$ cat src/hdl/assert_macros.svh
// assertion macros shared by the rtl modules
// expects clk_i and rst_ni in the scope where a macro is used
`ifndef ASSERT_MACROS_SVH
`define ASSERT_MACROS_SVH

// property must hold at every rising clock edge out of reset
`define N2A_ASSERT(lbl, prop) \
  lbl: assert property (@(posedge clk_i) disable iff (!rst_ni) prop) \
    else $error("n2a assertion failed");

// condition must never be true out of reset
`define N2A_NEVER(lbl, cond) \
  lbl: assert property (@(posedge clk_i) disable iff (!rst_ni) !(cond)) \
    else $error("n2a forbidden condition seen");

`endif

$ cat src/hdl/n2a_pkg.sv
// shared types, constants and helper functions of the number to ascii converter
// no dependencies
package n2a_pkg;

  // format modes
  localparam logic [1:0] MODE_UDEC = 2'd0;
  localparam logic [1:0] MODE_SDEC = 2'd1;
  localparam logic [1:0] MODE_HEX  = 2'd2;
  localparam logic [1:0] MODE_BIN  = 2'd3;

  // ascii codes
  localparam logic [6:0] CH_ZERO  = 7'h30;
  localparam logic [6:0] CH_UPA   = 7'h41;
  localparam logic [6:0] CH_PLUS  = 7'h2B;
  localparam logic [6:0] CH_MINUS = 7'h2D;

  // per-mode digit limits
  localparam logic [5:0] CAP_DEC = 6'd10;
  localparam logic [5:0] CAP_HEX = 6'd8;
  localparam logic [5:0] CAP_BIN = 6'd32;

  // defaults for top level parameters
  localparam int MAX_DIGITS_DEF = 32;
  localparam int FIFO_DEPTH_DEF = 2;

  // one classified number travelling from front to back
  typedef struct packed {
    logic [1:0]  mode;
    logic        neg;
    logic [31:0] mag;
    logic [5:0]  cnt;
    logic [2:0]  line;
    logic [5:0]  col;
  } n2a_item_t;

  // digit limit of a mode
  function automatic logic [5:0] mode_cap(input logic [1:0] mode);
    logic [5:0] cap;
    case (mode)
      MODE_UDEC: cap = CAP_DEC;
      MODE_SDEC: cap = CAP_DEC;
      MODE_HEX:  cap = CAP_HEX;
      MODE_BIN:  cap = CAP_BIN;
      default:   cap = CAP_DEC;
    endcase
    return cap;
  endfunction

  // digit value to ascii
  function automatic logic [6:0] digit_char(input logic [3:0] d);
    logic [6:0] c;
    if (d < 4'd10) begin
      c = CH_ZERO + {3'b000, d};
    end else begin
      c = CH_UPA + {3'b000, d} - 7'd10;
    end
    return c;
  endfunction

endpackage

$ cat src/hdl/n2a_fifo.sv
// short queue between front and back, registers with a fill count
// depends on n2a_pkg and assert_macros.svh
module n2a_fifo #(
  parameter int DEPTH = n2a_pkg::FIFO_DEPTH_DEF
) (
  input  logic               clk_i,
  input  logic               rst_ni,
  input  logic               push_i,
  input  n2a_pkg::n2a_item_t wdata_i,
  input  logic               pop_i,
  output n2a_pkg::n2a_item_t rdata_o,
  output logic               full_o,
  output logic               empty_o
);
  import n2a_pkg::*;
  `include "assert_macros.svh"

  localparam int PtrW = (DEPTH > 1) ? $clog2(DEPTH) : 1;
  localparam int CntW = $clog2(DEPTH + 1);
  localparam logic [PtrW-1:0] LastPtr = PtrW'(DEPTH - 1);
  localparam logic [CntW-1:0] FullCnt = CntW'(DEPTH);

  n2a_item_t       mem_q [DEPTH];
  logic [PtrW-1:0] wr_ptr_q, rd_ptr_q;
  logic [CntW-1:0] count_q;

  assign full_o  = (count_q == FullCnt);
  assign empty_o = (count_q == '0);
  assign rdata_o = mem_q[rd_ptr_q];

  // storage
  always_ff @(posedge clk_i) begin
    if (push_i) begin
      mem_q[wr_ptr_q] <= wdata_i;
    end
  end

  // pointers and fill count
  always_ff @(posedge clk_i or negedge rst_ni) begin
    if (!rst_ni) begin
      wr_ptr_q <= '0;
      rd_ptr_q <= '0;
      count_q  <= '0;
    end else begin
      if (push_i) begin
        wr_ptr_q <= (wr_ptr_q == LastPtr) ? '0 : wr_ptr_q + 1'b1;
      end
      if (pop_i) begin
        rd_ptr_q <= (rd_ptr_q == LastPtr) ? '0 : rd_ptr_q + 1'b1;
      end
      if (push_i && !pop_i) begin
        count_q <= count_q + 1'b1;
      end else if (pop_i && !push_i) begin
        count_q <= count_q - 1'b1;
      end
    end
  end

  `N2A_ASSERT(a_count_bound, count_q <= FullCnt)
  `N2A_NEVER(a_no_overflow, push_i && full_o)
  `N2A_NEVER(a_no_underflow, pop_i && empty_o)

endmodule

$ cat config.mk
export PLATFORM = sky130hd
export DESIGN_NAME = n2a_fifo
export DESIGN_NICKNAME = d
export VERILOG_FILES = /design/src/hdl/n2a_pkg.sv /design/src/hdl/n2a_fifo.sv
export VERILOG_INCLUDE_DIRS = /design/src /design/src/hdl
export SDC_FILE = /design/constraint.sdc
export NUM_CORES = 1
export LEC_CHECK = 0
export BUFFER_PORTS_ARGS = -buffer_cell sky130_fd_sc_hd__clkbuf_2
export CORE_MARGIN = 2
export CORE_UTILIZATION = 52
export CTS_CLUSTER_DIAMETER = 60
export DETAILED_ROUTE_END_ITERATION = 7
export HOLD_SLACK_MARGIN = 0.06
export PLACE_DENSITY = 0.77
export SLEW_MARGIN = 10
export SYNTH_ARGS = -nofsm -noshare
export SYNTH_HDL_FRONTEND = slang
export SYNTH_SLANG_ARGS = --single-unit
$ cat constraint.sdc
create_clock -name clk_i -period 3.7 [get_ports clk_i]
set_clock_uncertainty 0.05 [all_clocks]
set_input_delay 0.74 -clock clk_i [delete_from_list [all_inputs] [get_ports clk_i]]
set_output_delay 0.74 -clock clk_i [all_outputs]
set_load 0.01 [all_outputs]
; Word-level counts from Yosys, hierarchy flattened
; Memory sizes are Yosys's and may differ from the RTL's.
; Cells that the tools add are included.
[word_totals]
out_inout_bits = 52
wordCells = 21
memories = 1
ramBits = 100
inputBits = 54
reg_bits = 4
[classes]
n_mux = 6
addsub = 4
n_reduce_logical = 6
n_eq_ne = 1
[mem_list]
columns = name, words, width, read_ports, rd_ports_with_merged_regs, write_ports, line
row1 = mem_q, 2, 50, 1, 0, 1, n2a_fifo.sv:23  ; n2a_item_t mem_q [DEPTH];
[ops]
columns = operator, n
row1 = 1-bit two-way mux, 4
row2 = 2-bit two-way mux, 2
row3 = "1-bit adder, second input constant", 2
row4 = "2-bit by 1-bit adder with 2-bit output, second input constant", 1
row5 = "2-bit equality test, second input constant", 1
row6 = 1-bit logical AND, 2
row7 = 1-bit logical NOT, 2
row8 = 2-bit logical NOT, 1
row9 = 2-bit nonzero test, 1
row10 = "2-bit by 1-bit subtractor with 2-bit output, second input constant", 1

; Depth between registers and ports, before layout
[logic_depth]
word_depth = 4
ltp_mapped = 5
mapped_depth_nobuf = 5

; Least setup slack after synthesis
; Ideal clock, no wire load.
[synth_timing]
path_kind = input port to flip-flop
startpoint = in push_i
endpoint = mem mem_q[0][0] (netlist bit) (enable)
t_required_ps = 3186
setup_slack_ps = 230
setup_time_ps = 464
arrival_time_ps = 2956
path_buffers = 0
cell_stages = 1
path_cell_list = nor2b_1
[synth_between]
elab_chain_cells = 2
[synth_lines]
columns = element, line
row1 = "start, declared", n2a_fifo.sv:8  ; input logic push_i,
row2 = 1-bit two-way mux, n2a_fifo.sv:33  ; if (push_i) begin
row3 = 1-bit two-way mux (implied by the code), n2a_fifo.sv:34  ; mem_q[wr_ptr_q] <= wdata_i;
row4 = "end, declared", n2a_fifo.sv:23
; Every way passes these cells.

==> flow_summary.toml <==
[run_status]
status = "completed"

[clocking]
cts_root_buf = "clkbuf_8"
cts_clock_pin_slew_for_the_worst_setup_and_hold_paths_ns = 0.09
cts_max_level = 3
postCtsSetupRepairBufs = 0
cts-buffers-inserted = 9
tritoncts_clock_tree = "yes"
cts_hold_buffers = 0
clock_sink_count = 104
cts_buffer_depth = 2
insertion_delay_ns = 0.35
cts.repair.resized = 0

[floorplanning]
die_ht_um = 92.23
design.core.area_sq_um = 7647
io_pins = 106
num_rows = 32
floorplan.initialDensity_pct = 52.93
dieArea_sq_um = 8505
die_x_um = 92.23

[critical_path]
critical_path.endpoint_type = "output port"
cp_max_fo = 51
crit_type = "reg -> out"
worst_setup_path_startpoint = "rd_ptr_q$_DFFE_PN0P_"
critical_path_buf_inv_count = 1
critical_path.max_stage_delay_ns = 1.06
critical_path.cell_chain = "mux2_2 > clkbuf_2"
r2r_cells = 2
cp.required_ns = 2.91
capture_point_of_the_worst_path = "rdata_o[29]"
critPathLaunchType = "flop"
critical_path_cell_count = 2
reg2reg_start = "wr_ptr_q$_DFFE_PN0P_"
reg2reg_setup_slack_ns = 1.88
slowest_stage = "dfrtp_4"
worst_flop_to_flop_path_endpoint = "mem_q[1][46]$_DFFE_PP_"
worstPathArrival_ns = 1.96
path_delay_family = "flip-flops"

[power_and_ir_drop]
irDropWorstVdd_uv = 649.0
p_clk_share_pct = 17.9
power_density_nw_per_um2 = 715.9
p_int_mw = 2.443
fraction_of_power_consumed_by_combinational_cells_pct = 30.3
report.power.total_mw = 3.445
switchingPower_mw = 1.002
power.switching_fraction_pct = 29.09
power_leakage_nw = 1.982
p_seq_share_pct = 51.8

[timing]
hold_viol_final = 0
timing.final.crit_period_ns = 2.752
rsz0062_at_grt = "no"
maxSlewViolCount = 0
worst_slew_pin_slew_ns = 0.9379
slew-limit-headroom_pct = 37.47
setup-violations-final = 0
fin_crit_sh_pct = 74.38
finalSetupTns_ns = 0
timing.fmax_mhz = 363.4

[yosys]
synth-edff-count = 100
netlist_instances = 172
synth_area_leaders = "edfxtp_1 74%, mux2_4 18%, buf_12 2.5%"
synth_flop_cell = "edfxtp_1"
syn_area_sq_um = 4048
synth_async_sr_flop_share_pct = 3.846
synth_area_leader_cell = "edfxtp_1"
net_count_after_synthesis = 227
synth_most_common_cell = "edfxtp_1"
synth_area_per_cell_sq_um = 23.53
netlist.area_leader.share_pct = 74.19
seq_total_area_yosys_pct = 76.66
synth-seq-cells = 104
yosysUniqueCellTypes = 13
synth.cells.most_frequent = "100 x edfxtp_1, 49 x mux2_4, 5 x buf_12"
ys.warnings.count = 0

[detailed_routing]
via_count = 1893
post_drt_wl_per_cell_um = 16.01
routed_via_density = 4.829
wirelength_met1_mm = 2.417
number_of_nets_with_antenna_violations_after_routing = 0
post-route-drc-count = 0
detailedRoute.firstIterationViolations = 69
dr_wl_met2_mm = 3.423
wl_met3_um = 335
totalWireLength_mm = 6.274
detailed_routing_iteration_count_for_the_pre_antenna_repair_pass = 3
dr.max_layer_used = "met4"

[grt]
first_pass_grt_wire_length_mm = 9.563
grt_max_degree = 52
antenna_found_initial = 0
grt_remaining_overflow = 0
first_global_vias = 1995
grt.total_usage_pct = 15.53

[cells_and_area]
layout.cell_area.non_filler_sq_um = 4812
design.final.nets = 340
antennaDiodeCount = 0
syn2layout_area_growth_pct = 18.89
drive_gt1_share_pct = 60.69

[place]
dpl-instance-area_sq_um = 4637
place.detailed.hpwl_mm = 4.285
place.gp.congestion = 0.6619
portBuffers = 105

[hold_path]
worst_hold_check_path_type = "in -> async"

[run]
cap_viol_max_count = 0
-- power by group through the flow --
stage | combinational [mW] | sequential (mW) | clock (mW)
CTS | 1.06 | 1.79 | 0.635
finish | 1.04 | 1.78 | 0.617
global placement | 1.05 | 1.80 | 0
detailed placement | 1.06 | 1.82 | 0
floorplan | 0.942 | 1.65 | 0
global route | 1.12 | 1.82 | 0.683
-- per-layer routing --
metal  vias to the layer above  GRT usage, %
met5                         -             0
met4                         0         7.463
met3                         8         5.094
met2                        59         27.57
met1                       936         16.66
li1                        890             -
-- layout make-up --
cell class / instances / area [sq um]
fill: 567 / 2835
sequential: 104 / 3107
multi-input combinational: 61 / 838.3
timing repair buffer: 108 / 560.5
clock inverter: 5 / 33.78
tap: 102 / 127.6
inverter: 1 / 3.754
clock buffer: 11 / 141.4
-- stage by stage --
| stage | hold WS (ns) | setup WS (ns) | std cells | util [%] |
|---|---|---|---|---|
| floorplan | 0.3944 | 0.2298 | 172 | - |
| global placement | 0.4243 | 1.308 | 376 | 60.63 |
| detailed placement | 0.4459 | 1.311 | 376 | 60.63 |
| CTS | 0.1029 | 0.9115 | 392 | 62.93 |
| global route | 0.09693 | 0.8427 | 392 | 62.93 |
| finish | 0.1221 | 0.9479 | 392 | 62.93 |
-- cells by family after synthesis --
logic type               Yosys count  synth area share (%)
flip-flops                       104                 76.66
multiplexers                      50                 18.45
buffers and inverters              7                 2.844
XOR/XNOR                           5                 1.082
AND/OR/NAND/NOR                    5                0.6493
adder cells (fa/ha/maj)            1                0.3091
-- worst min path at each step --
stage,to,slack [ns],from
global placement,count_q[1]$_DFFE_PN0P_,0.42,count_q[1]$_DFFE_PN0P_
finish,count_q[1]$_DFFE_PN0P_,0.12,rst_ni
CTS,count_q[1]$_DFFE_PN0P_,0.10,rst_ni
detailed placement,count_q[1]$_DFFE_PN0P_,0.45,count_q[1]$_DFFE_PN0P_
global route,count_q[1]$_DFFE_PN0P_,0.1,rst_ni
floorplan,count_q[0]$_DFFE_PN0P_,0.39,rst_ni
-- sequential cells by signal, summed over array words and instances, names as in the netlist --
name	count
mem_q	100
wr_ptr_q	1
rd_ptr_q	1
count_q	2
-- worst reg2reg max path, delay by kind of cell (launching register included) --
family        cells  cell delay, ns
simple gates      1            0.72
flops             1            0.43
buf+inv           1            0.33
-- cell usage in the layout, fill, tap and decap left out, types with 2 or more instances in the layout --
cell type	instances
mux2_4	49
clkbuf_8	10
clkinvlp_4	2
dfrtp_1	3
clkinv_2	2
clkbuf_2	105
xor2_1	4
buf_4	2
nor2_1	2
edfxtp_1	100
Note: power is estimated with default switching activity, not from simulation.
