$ cat src/hdl/assert_macros.svh
// assertion macros shared by the rtl modules
// expects clk_i and rst_ni in the scope where a macro is used
`ifndef ASSERT_MACROS_SVH
`define ASSERT_MACROS_SVH

// property must hold at every rising clock edge out of reset
`define N2A_ASSERT(lbl, prop) \
  lbl: assert property (@(posedge clk_i) disable iff (!rst_ni) prop) \
    else $error("n2a assertion failed");

// condition must never be true out of reset
`define N2A_NEVER(lbl, cond) \
  lbl: assert property (@(posedge clk_i) disable iff (!rst_ni) !(cond)) \
    else $error("n2a forbidden condition seen");

`endif

$ cat src/hdl/n2a_pkg.sv
// shared types, constants and helper functions of the number to ascii converter
// no dependencies
package n2a_pkg;

  // format modes
  localparam logic [1:0] MODE_UDEC = 2'd0;
  localparam logic [1:0] MODE_SDEC = 2'd1;
  localparam logic [1:0] MODE_HEX  = 2'd2;
  localparam logic [1:0] MODE_BIN  = 2'd3;

  // ascii codes
  localparam logic [6:0] CH_ZERO  = 7'h30;
  localparam logic [6:0] CH_UPA   = 7'h41;
  localparam logic [6:0] CH_PLUS  = 7'h2B;
  localparam logic [6:0] CH_MINUS = 7'h2D;

  // per-mode digit limits
  localparam logic [5:0] CAP_DEC = 6'd10;
  localparam logic [5:0] CAP_HEX = 6'd8;
  localparam logic [5:0] CAP_BIN = 6'd32;

  // defaults for top level parameters
  localparam int MAX_DIGITS_DEF = 32;
  localparam int FIFO_DEPTH_DEF = 2;

  // one classified number travelling from front to back
  typedef struct packed {
    logic [1:0]  mode;
    logic        neg;
    logic [31:0] mag;
    logic [5:0]  cnt;
    logic [2:0]  line;
    logic [5:0]  col;
  } n2a_item_t;

  // digit limit of a mode
  function automatic logic [5:0] mode_cap(input logic [1:0] mode);
    logic [5:0] cap;
    case (mode)
      MODE_UDEC: cap = CAP_DEC;
      MODE_SDEC: cap = CAP_DEC;
      MODE_HEX:  cap = CAP_HEX;
      MODE_BIN:  cap = CAP_BIN;
      default:   cap = CAP_DEC;
    endcase
    return cap;
  endfunction

  // digit value to ascii
  function automatic logic [6:0] digit_char(input logic [3:0] d);
    logic [6:0] c;
    if (d < 4'd10) begin
      c = CH_ZERO + {3'b000, d};
    end else begin
      c = CH_UPA + {3'b000, d} - 7'd10;
    end
    return c;
  endfunction

endpackage

$ cat src/hdl/n2a_front.sv
// front end: classifies an incoming number (digit clamp, sign, magnitude)
// depends on n2a_pkg
module n2a_front #(
  parameter int MAX_DIGITS = n2a_pkg::MAX_DIGITS_DEF
) (
  input  logic [1:0]         action_i,
  input  logic [31:0]        value_i,
  input  logic [5:0]         digit_count_i,
  input  logic [2:0]         start_line_i,
  input  logic [4:0]         start_column_i,
  output n2a_pkg::n2a_item_t item_o
);
  import n2a_pkg::*;

  localparam logic [5:0] MaxD = 6'(MAX_DIGITS);

  logic [5:0] cap;
  logic [5:0] cnt_mode;
  logic       neg;

  // clamp the digit count to the mode limit and the build limit
  assign cap      = mode_cap(action_i);
  assign cnt_mode = (digit_count_i > cap) ? cap : digit_count_i;

  // signed mode shows the magnitude; the most negative value wraps to itself
  assign neg = (action_i == MODE_SDEC) && value_i[31];

  always_comb begin
    item_o.mode = action_i;
    item_o.neg  = neg;
    item_o.mag  = neg ? (32'd0 - value_i) : value_i;
    item_o.cnt  = (cnt_mode > MaxD) ? MaxD : cnt_mode;
    item_o.line = start_line_i;
    item_o.col  = {1'b0, start_column_i};
  end

endmodule

$ cat config.mk
export PLATFORM = sky130hd
export DESIGN_NAME = n2a_front
export DESIGN_NICKNAME = d
export VERILOG_FILES = /design/src/hdl/assert_macros.svh /design/src/hdl/n2a_pkg.sv /design/src/hdl/n2a_front.sv
export SDC_FILE = /design/constraint.sdc
export NUM_CORES = 1
export LEC_CHECK = 0
export ABC_AREA = 1
export BUFFER_PORTS_ARGS = -buffer_cell sky130_fd_sc_hd__buf_2
export CAP_MARGIN = 20
export CORE_MARGIN = 5
export CORE_UTILIZATION = 37
export DETAILED_ROUTE_END_ITERATION = 10
export PLACE_DENSITY_LB_ADDON = 0.12
export SYNTH_ARGS = -nofsm -noshare
export SYNTH_HDL_FRONTEND = slang
export SYNTH_SLANG_ARGS = --single-unit
export TNS_END_PERCENT = 5
$ cat constraint.sdc
create_clock -name vclk -period 4.75
set_input_delay 0.95 -clock vclk [all_inputs]
set_output_delay 0.95 -clock vclk [all_outputs]
set_load 0.05 [all_outputs]
* Yosys cells after proc, flatten, opt, wreduce, memory -nomap -nowiden
Index checks and enable logic that the tools add are counted.
Storage, ports and cells: input port bits 48, register bits 0, word-level logic and storage cells 13, output and inout port bits 50
Cells by class: mux-type cells 4, eq/ne operators 3, order comparisons 2, add/subtract/negate cells 1, reduce and logical (&&, ||, !) cells 3
Operators by type and width (number):
- $mux W32 | 1
- $sub A1 B32 Y32 const A | 1
- $pmux W6 S3 | 1
- $mux W6 | 2
- $gt A6 B6 Y1 | 1
- $gt A6 B6 Y1 const B | 1
- $eq A2 B2 Y1 const B | 2
- $eq A2 B1 Y1 const B | 1
- $logic_not A2 Y1 | 1
- $reduce_or A2 Y1 | 1
- $logic_and A1 B1 Y1 | 1

* Logic depth before layout (Yosys ltp)
Gate-level depths: netlist (run 1).
depth in word-level cells 7, depth in mapped cells 12, depth with buffers taken out 12

* Worst setup path after synthesis (run 1)
Ideal clock, no wire load.
path kind input -> output, from input action_i[1], to output item_o[13] in the netlist's numbering, arrival 2875 ps, path slack 925 ps, data required time 3800 ps, buffers on the path 0, stages 9, path through nand2_1 -> inv_1 -> ha_1 -> inv_1 -> nor2_1 -> nand4_1 -> nand2_1 -> inv_1 -> nor3_1
RTL lines:
- start, declared | RTL line n2a_front.sv:6 | input logic [1:0] action_i,
- end, declared | RTL line n2a_front.sv:11 | output n2a_pkg::n2a_item_t item_o

==> results.txt, run 1 <==
Drt pass-1 iters - 4
Crit-path most repeated cell - nand2_1
HPWL reported at the end of detailed placement - 3.35 mm
Syn-to-layout area delta - 24.9%
Starting Density - 37.6%
Die ar. - 5010 um2
Setup tns final - 0 ns
Maximum vdd ir drop - 0.0000646 V
# DRC - 0
Cts repair resizes - 0
Initial antenna violation count - 0
Synth Area in Compound Gates - 6.31%
Utilization after layout - 47.0%
Die height - 70.8 um
Post-synth cell types - 29
Fmax - 0.286 GHz
# fillers - 448
Crit path max-delay cell type - ha_1
Max-cap viol count - 0
Row cnt - 22
Avg Inst Size Synth - 5.22 um2
Ant. Diodes - 0
Detailed Route Iter0 Violations - 58
Hold-fix buffers, CTS - 0
Final setup viols - 0
Startpoint types - input port
DRT antenna net count - 0
Mapped cell area - 1370 um2
Largest family of logic cells by synthesized area - simple AND/OR/NAND/NOR gates
First-pass GRT wire length - 6.21 mm
Vias in the first global route - 1488
Synth Net Count - 314
Min Hold Slack - 1.90 ns
GPL Wtd Cong - 0.837
CP Max Fanout - 6
Core Box Area - 3630 um2
Seq Cell Count - 0
Outcome - completed
Non-Filler Instances - 375
Post-synthesis xor/xnor area fraction - 13.4%
Leading cell types in the layout, fill and taps excluded - 81 x nand2_1, 81 x buf_2, 47 x nor2_1
Ports - 98
Tot GR Track Use - 14.1%
CP max stage delay - 0.29 ns
Synth Area in Adders - 3.66%
Seq. cell area - 0 um2
Post-synthesis mux area share - 0%
Worst EP arrival - 2.55 ns
Routed WL per cell - 10.2 um
Final net count - 381
RSZ-0062 raised after global routing - false
Layout clock buffer count - 0
Ordered cell list for the critical path - buf_2, nand2_1, inv_1, ha_1, inv_1, nor2_1, nand4_1, nand2_1, nand2_1, nand2_1, inv_2, nor2_1, buf_2
Minimum clock period - 3.50 ns
Routed wire length - 3.83 mm
Final period util - 73.7%
LEAKAGE - 0.959 nW
Worst setup EP type - output port
Cell Pwr Density - 149 nW/um2
Syn Inst Count - 262
Placed Cells - 375
Vias after detailed routing - 1645
CP required - 3.80 ns
Hold crit path type - in -> out
Multi-input logic area - 1100 um2
Final hold vios - 0
DR vias/cell - 4.39
Crit path kind - in -> out
Layout cell share with drive strength beyond 1 - 32.1%
Number of warnings issued by yosys - 0
Post-CTS Setup Bufs - 0
Largest net degree at the start of global routing - 29
Slew Limit Fails - 0
Sequential area share after synthesis - 0%
Chip width - 70.8 um
Port Buf Inserts - 81
Simple-gate share of the synthesized area - 56.5%
Remaining Overflow, GRT - 0
[final timing paths]
kind	start	endpoint	slack, ns	cells past startpoint
worst max-delay path	action_i[0]	item_o[12]	1.25	13
worst min-delay path	start_column_i[4]	item_o[4]	1.90	0
[critical path: cells and delay by family]
family	cells	cell delay, ns
AND/OR/NAND/NOR	7	0.76
buffers and inverters	5	0.55
adder cells (fa/ha/maj)	1	0.29
[per-layer routing]
metal	track usage (%)	vias up	routed length (um)
li1	-	917	-
met4	0	0	0
met5	0	-	0
met1	18.1	678	1700
met3	1.56	0	299
met2	26.7	50	1830
[cell type report]
class                           instances  share of cell area [%]
Multi-Input combinational cell        207                    64.2
Tap cell                               48                    3.52
Timing Repair Buffer                   81                    23.7
Inverter                               39                    8.57
[cell families (layout without fill, tap and decap cells)]
kind of cell / Yosys count / in the layout
AND/OR/NAND/NOR: 169 / 169
XOR/XNOR: 21 / 21
other: 1 / 1
buffers and inverters: 55 / 120
AO/OA/AOI/OAI: 12 / 12
adder cells (fa/ha/maj): 4 / 4
[Yosys cell counts, drive strengths merged]
cell type / instances / area share (%)
xnor2: 4 / 2.6
nand2: 87 / 26
ha: 4 / 3.7
conb: 1 / 0.27
nand3: 16 / 6.6
inv: 39 / 11
xor2: 17 / 11
nor3: 2 / 0.73
or2: 1 / 0.46
nor2: 56 / 19
o21ai: 8 / 3.2
a31oi: 1 / 1.6
nand3b: 3 / 1.6
nand4: 4 / 1.8
a21oi: 2 / 1.0
o21bai: 1 / 0.55
buf: 16 / 9.1
[stage by stage]
step	worst slack, ns	cell area (um2)	total power, mW
after floorplan	0.925	1370	0.211
final	1.25	1710	0.255
after global routing	1.04	1710	0.273
after CTS	1.22	1710	0.257
after detailed placement	1.23	1710	0.256
after global placement	1.27	1710	0.256
[power by group]
group / total, mW / switching [mW] / internal, mW
combinational: 0.255 / 0.192 / 0.0631
clock: 0 / 0 / 0
sequential: 0 / 0 / 0
total: 0.255 / 0.192 / 0.0631
Note: power is estimated with default switching activity, not from simulation.
==> run 2: changes to the inputs <==
==> constraint.sdc (replaced) <==
create_clock -name vclk -period 3.2
set_input_delay 0.64 -clock vclk [all_inputs]
set_output_delay 0.64 -clock vclk [all_outputs]
set_load 0.05 [all_outputs]
==> run 2 against run 1 <==
  * Flip-flop and latch count stayed put
  * Final cell count increased by 0.27%
  * Power up 49%
  * Routed wire length decreased by 0.65%
  * Worst hold slack lost 0.62 ns
  * Global-route usage grew 0.087 points
  * Worst setup slack worse by 0.92 ns
  * Die area did not move
==> results.txt, run 2 (synthesis gave the netlist of run 1 again) <==
Outcome - completed
Minimum clock period - 2.87 ns
Crit path max-delay cell type - ha_1
CP Max Fanout - 6 (unchanged)
Routed wire length - 3.80 mm (-0.65%)
Routed WL per cell - 10.1 um (-0.92%)
Tot GR Track Use - 14.2% (+0.087 points)
Vias after detailed routing - 1646 (+0.061%)
Core Box Area - 3630 um2 (unchanged)
Hold crit path type - in -> out
First-pass GRT wire length - 6.29 mm (+1.3%)
CP max stage delay - 0.28 ns (about the same)
Sequential share of power - 0% (unchanged)
DRT antenna net count - 0 (unchanged)
Combinational share of power - 100.0% (about the same)
Setup tns final - 0 ns (unchanged)
NetSw - 0.284 mW (+48%)
Worst setup path endpoint - item_o[12]
Largest net degree at the start of global routing - 19 (-34%)
Max-cap viol count - 0 (unchanged)
Final net count - 382 (+0.26%)
Ant. Diodes - 0 (unchanged)
Seq Cell Count - 0 (unchanged)
Cts repair resizes - 0 (unchanged)
CP required - 2.56 ns (-1.24 ns)
# fillers - 441 (-1.6%)
Detailed Route Iter0 Violations - 43 (-26%)
Drt pass-1 iters - 4 (unchanged)
Worst setup EP type - output port
Crit path kind - in -> out
Syn-to-layout area delta - 25.8%
Die ar. - 5010 um2 (unchanged)
Ports - 98 (unchanged)
RSZ-0062 raised after global routing - false
Fmax - 0.349 GHz
Seq. cell area - 0 um2 (unchanged)
# DRC - 0 (unchanged)
Initial antenna violation count - 0 (unchanged)
DR vias/cell - 4.38 (-0.21%)
Hold-fix buffers, CTS - 0 (unchanged)
Row cnt - 22 (unchanged)
Post-CTS Setup Bufs - 0 (unchanged)
Hold Path Origin - start_column_i[4]
Ordered cell list for the critical path - buf_2, nand2_1, inv_1, ha_1, inv_1, nor2_1, nand4_1, nand2_1, nand2_1, nand2_1, inv_2, nor2_1, buf_2
Worst EP arrival - 2.23 ns (-0.32 ns)
Leading cell types in the layout, fill and taps excluded - 81 x nand2_1, 81 x buf_2, 47 x nor2_1
Final setup viols - 0 (unchanged)
Crit-path most repeated cell - nand2_1
Remaining Overflow, GRT - 0 (unchanged)
Cell Pwr Density - 220 nW/um2 (+48%)
Vias in the first global route - 1496 (+0.54%)
Die height - 70.8 um (unchanged)
Starting Density - 37.6% (unchanged)
Final hold vios - 0 (unchanged)
Placed cell area - 1720 um2 (+0.73%)
LEAKAGE - 0.965 nW (+0.66%)
Sw Ratio - 75.1% (-0.16 points)
Maximum vdd ir drop - 0.0000900 V (+39%)
Cell area after layout - 1720 um2 (+0.73%)
Chip width - 70.8 um (unchanged)
Layout cell share with drive strength beyond 1 - 32.6% (+0.51 points)
Final period util - 89.6%
HPWL reported at the end of detailed placement - 3.36 mm (+0.33%)
Crit. Startpoint - action_i[0]
Slew Limit Fails - 0 (unchanged)
Clock power share - 0% (unchanged)
Internal - 0.0944 mW (+50%)
Startpoint types - input port
Port Buf Inserts - 81 (unchanged)
GPL Wtd Cong - 0.781 (-6.8%)
Layout clock buffer count - 0 (unchanged)
run 2: cell types whose count changed in the layout (fill, tap and decap cells not counted), sizes merged:
cell  change
buf       +1
run 2: layout make-up:
type	count	area, um2	share of cell area, %
inverter	39	146	8.51
multi-input combinational	207	1100	64.0
timing repair buffer	82	413	24.0
tap	48	60.1	3.49
run 2: through the flow:
stage	total power, mW	hold slack (ns)	worst slack (ns)	util, %	cells
after floorplan	0.314	1.38	0.146	-	262
after global placement	0.381	1.28	0.352	47.3	376
after CTS	0.382	1.28	0.316	47.3	376
final	0.378	1.28	0.332	47.3	376
after global routing	0.408	1.28	0.114	47.3	376
after detailed placement	0.381	1.28	0.316	47.3	376
run 2: how the worst min path moves through the flow:
stage / end / slack [ns] / cells after the start
after global placement: item_o[1] / 1.28 / 0
final: item_o[4] / 1.28 / 0
after floorplan: item_o[13] / 1.38 / 1
after CTS: item_o[1] / 1.28 / 0
after global routing: item_o[4] / 1.28 / 0
after detailed placement: item_o[1] / 1.28 / 0
run 2: power by group through the flow:
stage          clock (mW)  combinational [mW]  sequential, mW
6_report                0               0.378               0
5_1_grt                 0               0.408               0
4_1_cts                 0               0.382               0
3_5_place_dp            0               0.381               0
3_3_place_gp            0               0.381               0
2_1_floorplan           0               0.314               0
run 2: per-layer routing:
metal | wire length [um] | part of all wire, % | GRT usage [%]
met5 | 0 | 0 | 0
met2 | 1850 | 49 | 26.8
met3 | 293 | 7.7 | 1.85
met1 | 1660 | 44 | 18.0
met4 | 0 | 0 | 0.209
run 2: critical path, delay by kind of cell:
family | cells | cell delay [ns]
and+or+nand+nor | 7 | 0.76
buffers and inverters | 5 | 0.54
adders and majority gates | 1 | 0.28
==> run 3: changes to the inputs <==
--- a/config.mk
+++ b/config.mk
@@ -12,6 +12,7 @@
 export CORE_UTILIZATION = 37
 export DETAILED_ROUTE_END_ITERATION = 10
 export PLACE_DENSITY_LB_ADDON = 0.12
+export RECOVER_POWER = 25
 export SYNTH_ARGS = -nofsm -noshare
 export SYNTH_HDL_FRONTEND = slang
 export SYNTH_SLANG_ARGS = --single-unit
==> run 3 against run 2 <==
  * Worst setup slack lost 0.0012 ns
  * Final cell count is the same
  * Worst hold slack is the same
  * Clock-buffer cell count is the same
  * Power shrank 0.17%
  * Non-clock buffer count is the same
  * Largest power group unchanged
  * Highest routed layer unchanged
==> results.txt, run 3 (synthesis gave the netlist of run 1 again) <==
Max-cap viol count - 0 (unchanged)
# DRC - 0 (unchanged)
Layout cell share with drive strength beyond 1 - 31.4% (-1.2 points)
Slew @ Worst Pin - 0.596 ns
CP Max Fanout - 6 (unchanged)
Tot GR Track Use - 14.2% (unchanged)
Largest net degree at the start of global routing - 19 (unchanged)
Post-CTS Setup Bufs - 0 (unchanged)
Final setup viols - 0 (unchanged)
Setup tns final - 0 ns (unchanged)
Startpoint types - input port
Crit path kind - in -> out
HPWL reported at the end of detailed placement - 3.36 mm (unchanged)
GPL Wtd Cong - 0.781 (unchanged)
First-pass GRT wire length - 6.29 mm (unchanged)
Final period util - 89.7% (about the same)
LEAKAGE - 0.953 nW (-1.3%)
Remaining Overflow, GRT - 0 (unchanged)
Pre-CTS setup slack - 0.316 ns (unchanged)
Seq Cell Count - 0 (unchanged)
Internal - 0.0936 mW (-0.75%)
Final setup margin - 0.331 ns (-0.00123 ns)
Layout clock buffer count - 0 (unchanged)
Multi-input logic area - 1100 um2 (unchanged)
Minimum clock period - 2.87 ns (+0.00123 ns)
Routed wire length - 3.80 mm (about the same)
DR vias/cell - 4.38 (unchanged)
Clock power share - 0% (unchanged)
Hold crit path type - in -> out
Vias in the first global route - 1496 (unchanged)
Syn-to-layout area delta - 25.4%
Combinational share of power - 100.0% (about the same)
NetSw - 0.284 mW (about the same)
Die ar. - 5010 um2 (unchanged)
Die height - 70.8 um (unchanged)
Drt pass-1 iters - 4 (unchanged)
Initial antenna violation count - 0 (unchanged)
Ports - 98 (unchanged)
Min Hold Slack - 1.28 ns (unchanged)
Cts repair resizes - 0 (unchanged)
Core Box Area - 3630 um2 (unchanged)
# fillers - 444 (+0.68%)
Fmax - 0.349 GHz (about the same)
Port Buf Inserts - 81 (unchanged)
CP required - 2.56 ns (about the same)
Cell Pwr Density - 220 nW/um2 (+0.13%)
Utilization after layout - 47.2% (-0.14 points)
Routed WL per cell - 10.1 um (about the same)
Sequential share of power - 0% (unchanged)
Outcome - completed
Leading cell types in the layout, fill and taps excluded - 81 x nand2_1, 77 x buf_2, 47 x nor2_1
Slew headroom - 60.4%
Cell area after layout - 1720 um2 (-0.29%)
Worst EP arrival - 2.23 ns (about the same)
Chip width - 70.8 um (unchanged)
Slew Limit Fails - 0 (unchanged)
RSZ-0062 raised after global routing - false
Vias after detailed routing - 1646 (unchanged)
Placed cell area - 1720 um2 (unchanged)
Final hold vios - 0 (unchanged)
Maximum vdd ir drop - 0.0000900 V (about the same)
Ant. Diodes - 0 (unchanged)
Row cnt - 22 (unchanged)
Worst setup EP type - output port
Seq. cell area - 0 um2 (unchanged)
DRT antenna net count - 0 (unchanged)
Sw Ratio - 75.2% (+0.15 points)
Hold-fix buffers, CTS - 0 (unchanged)
Final net count - 382 (unchanged)
Starting Density - 37.6% (unchanged)
Detailed Route Iter0 Violations - 43 (unchanged)
Most common cell after layout, fill and taps aside - nand2_1
run 3: per-layer routing:
metal	part of all wire, %	global-route usage (%)	up-vias
met5	0	0	-
met2	49	26.8	48
met4	0	0.209	0
met3	7.7	1.85	0
met1	44	18.0	683
li1	-	-	915
run 3: worst paths after layout:
kind,slack (ns),to,cells after the start,from
max,0.33,item_o[12],13,action_i[0]
min,1.28,item_o[4],0,start_column_i[4]
run 3: layout make-up:
| type | count | share of cell area [%] |
|---|---|---|
| inverters | 39 | 8.53 |
| well taps | 48 | 3.50 |
| multi-input cells | 207 | 64.2 |
| repair buffers | 82 | 23.8 |
run 3: worst max-delay path: stages:
cell and delay, ns:
buf_2 0.13, nand2_1 0.10, inv_1 0.07, ha_1 0.28, inv_1 0.04, nor2_1 0.12
nand4_1 0.13, nand2_1 0.17, nand2_1 0.07, nand2_1 0.09, inv_2 0.05, nor2_1 0.08
buf_2 0.26
run 3: per-stage QoR:
stage / power [mW] / instances
after floorplan: 0.314 / 262
after global placement: 0.381 / 376
after detailed placement: 0.381 / 376
after CTS: 0.382 / 376
after global routing: 0.407 / 376
final: 0.378 / 376
run 3: power by group through the flow:
stage | clock network, mW | logic, mW | registers, mW
2_1_floorplan | 0 | 0.314 | 0
3_3_place_gp | 0 | 0.381 | 0
3_5_place_dp | 0 | 0.381 | 0
4_1_cts | 0 | 0.382 | 0
5_1_grt | 0 | 0.407 | 0
6_report | 0 | 0.378 | 0
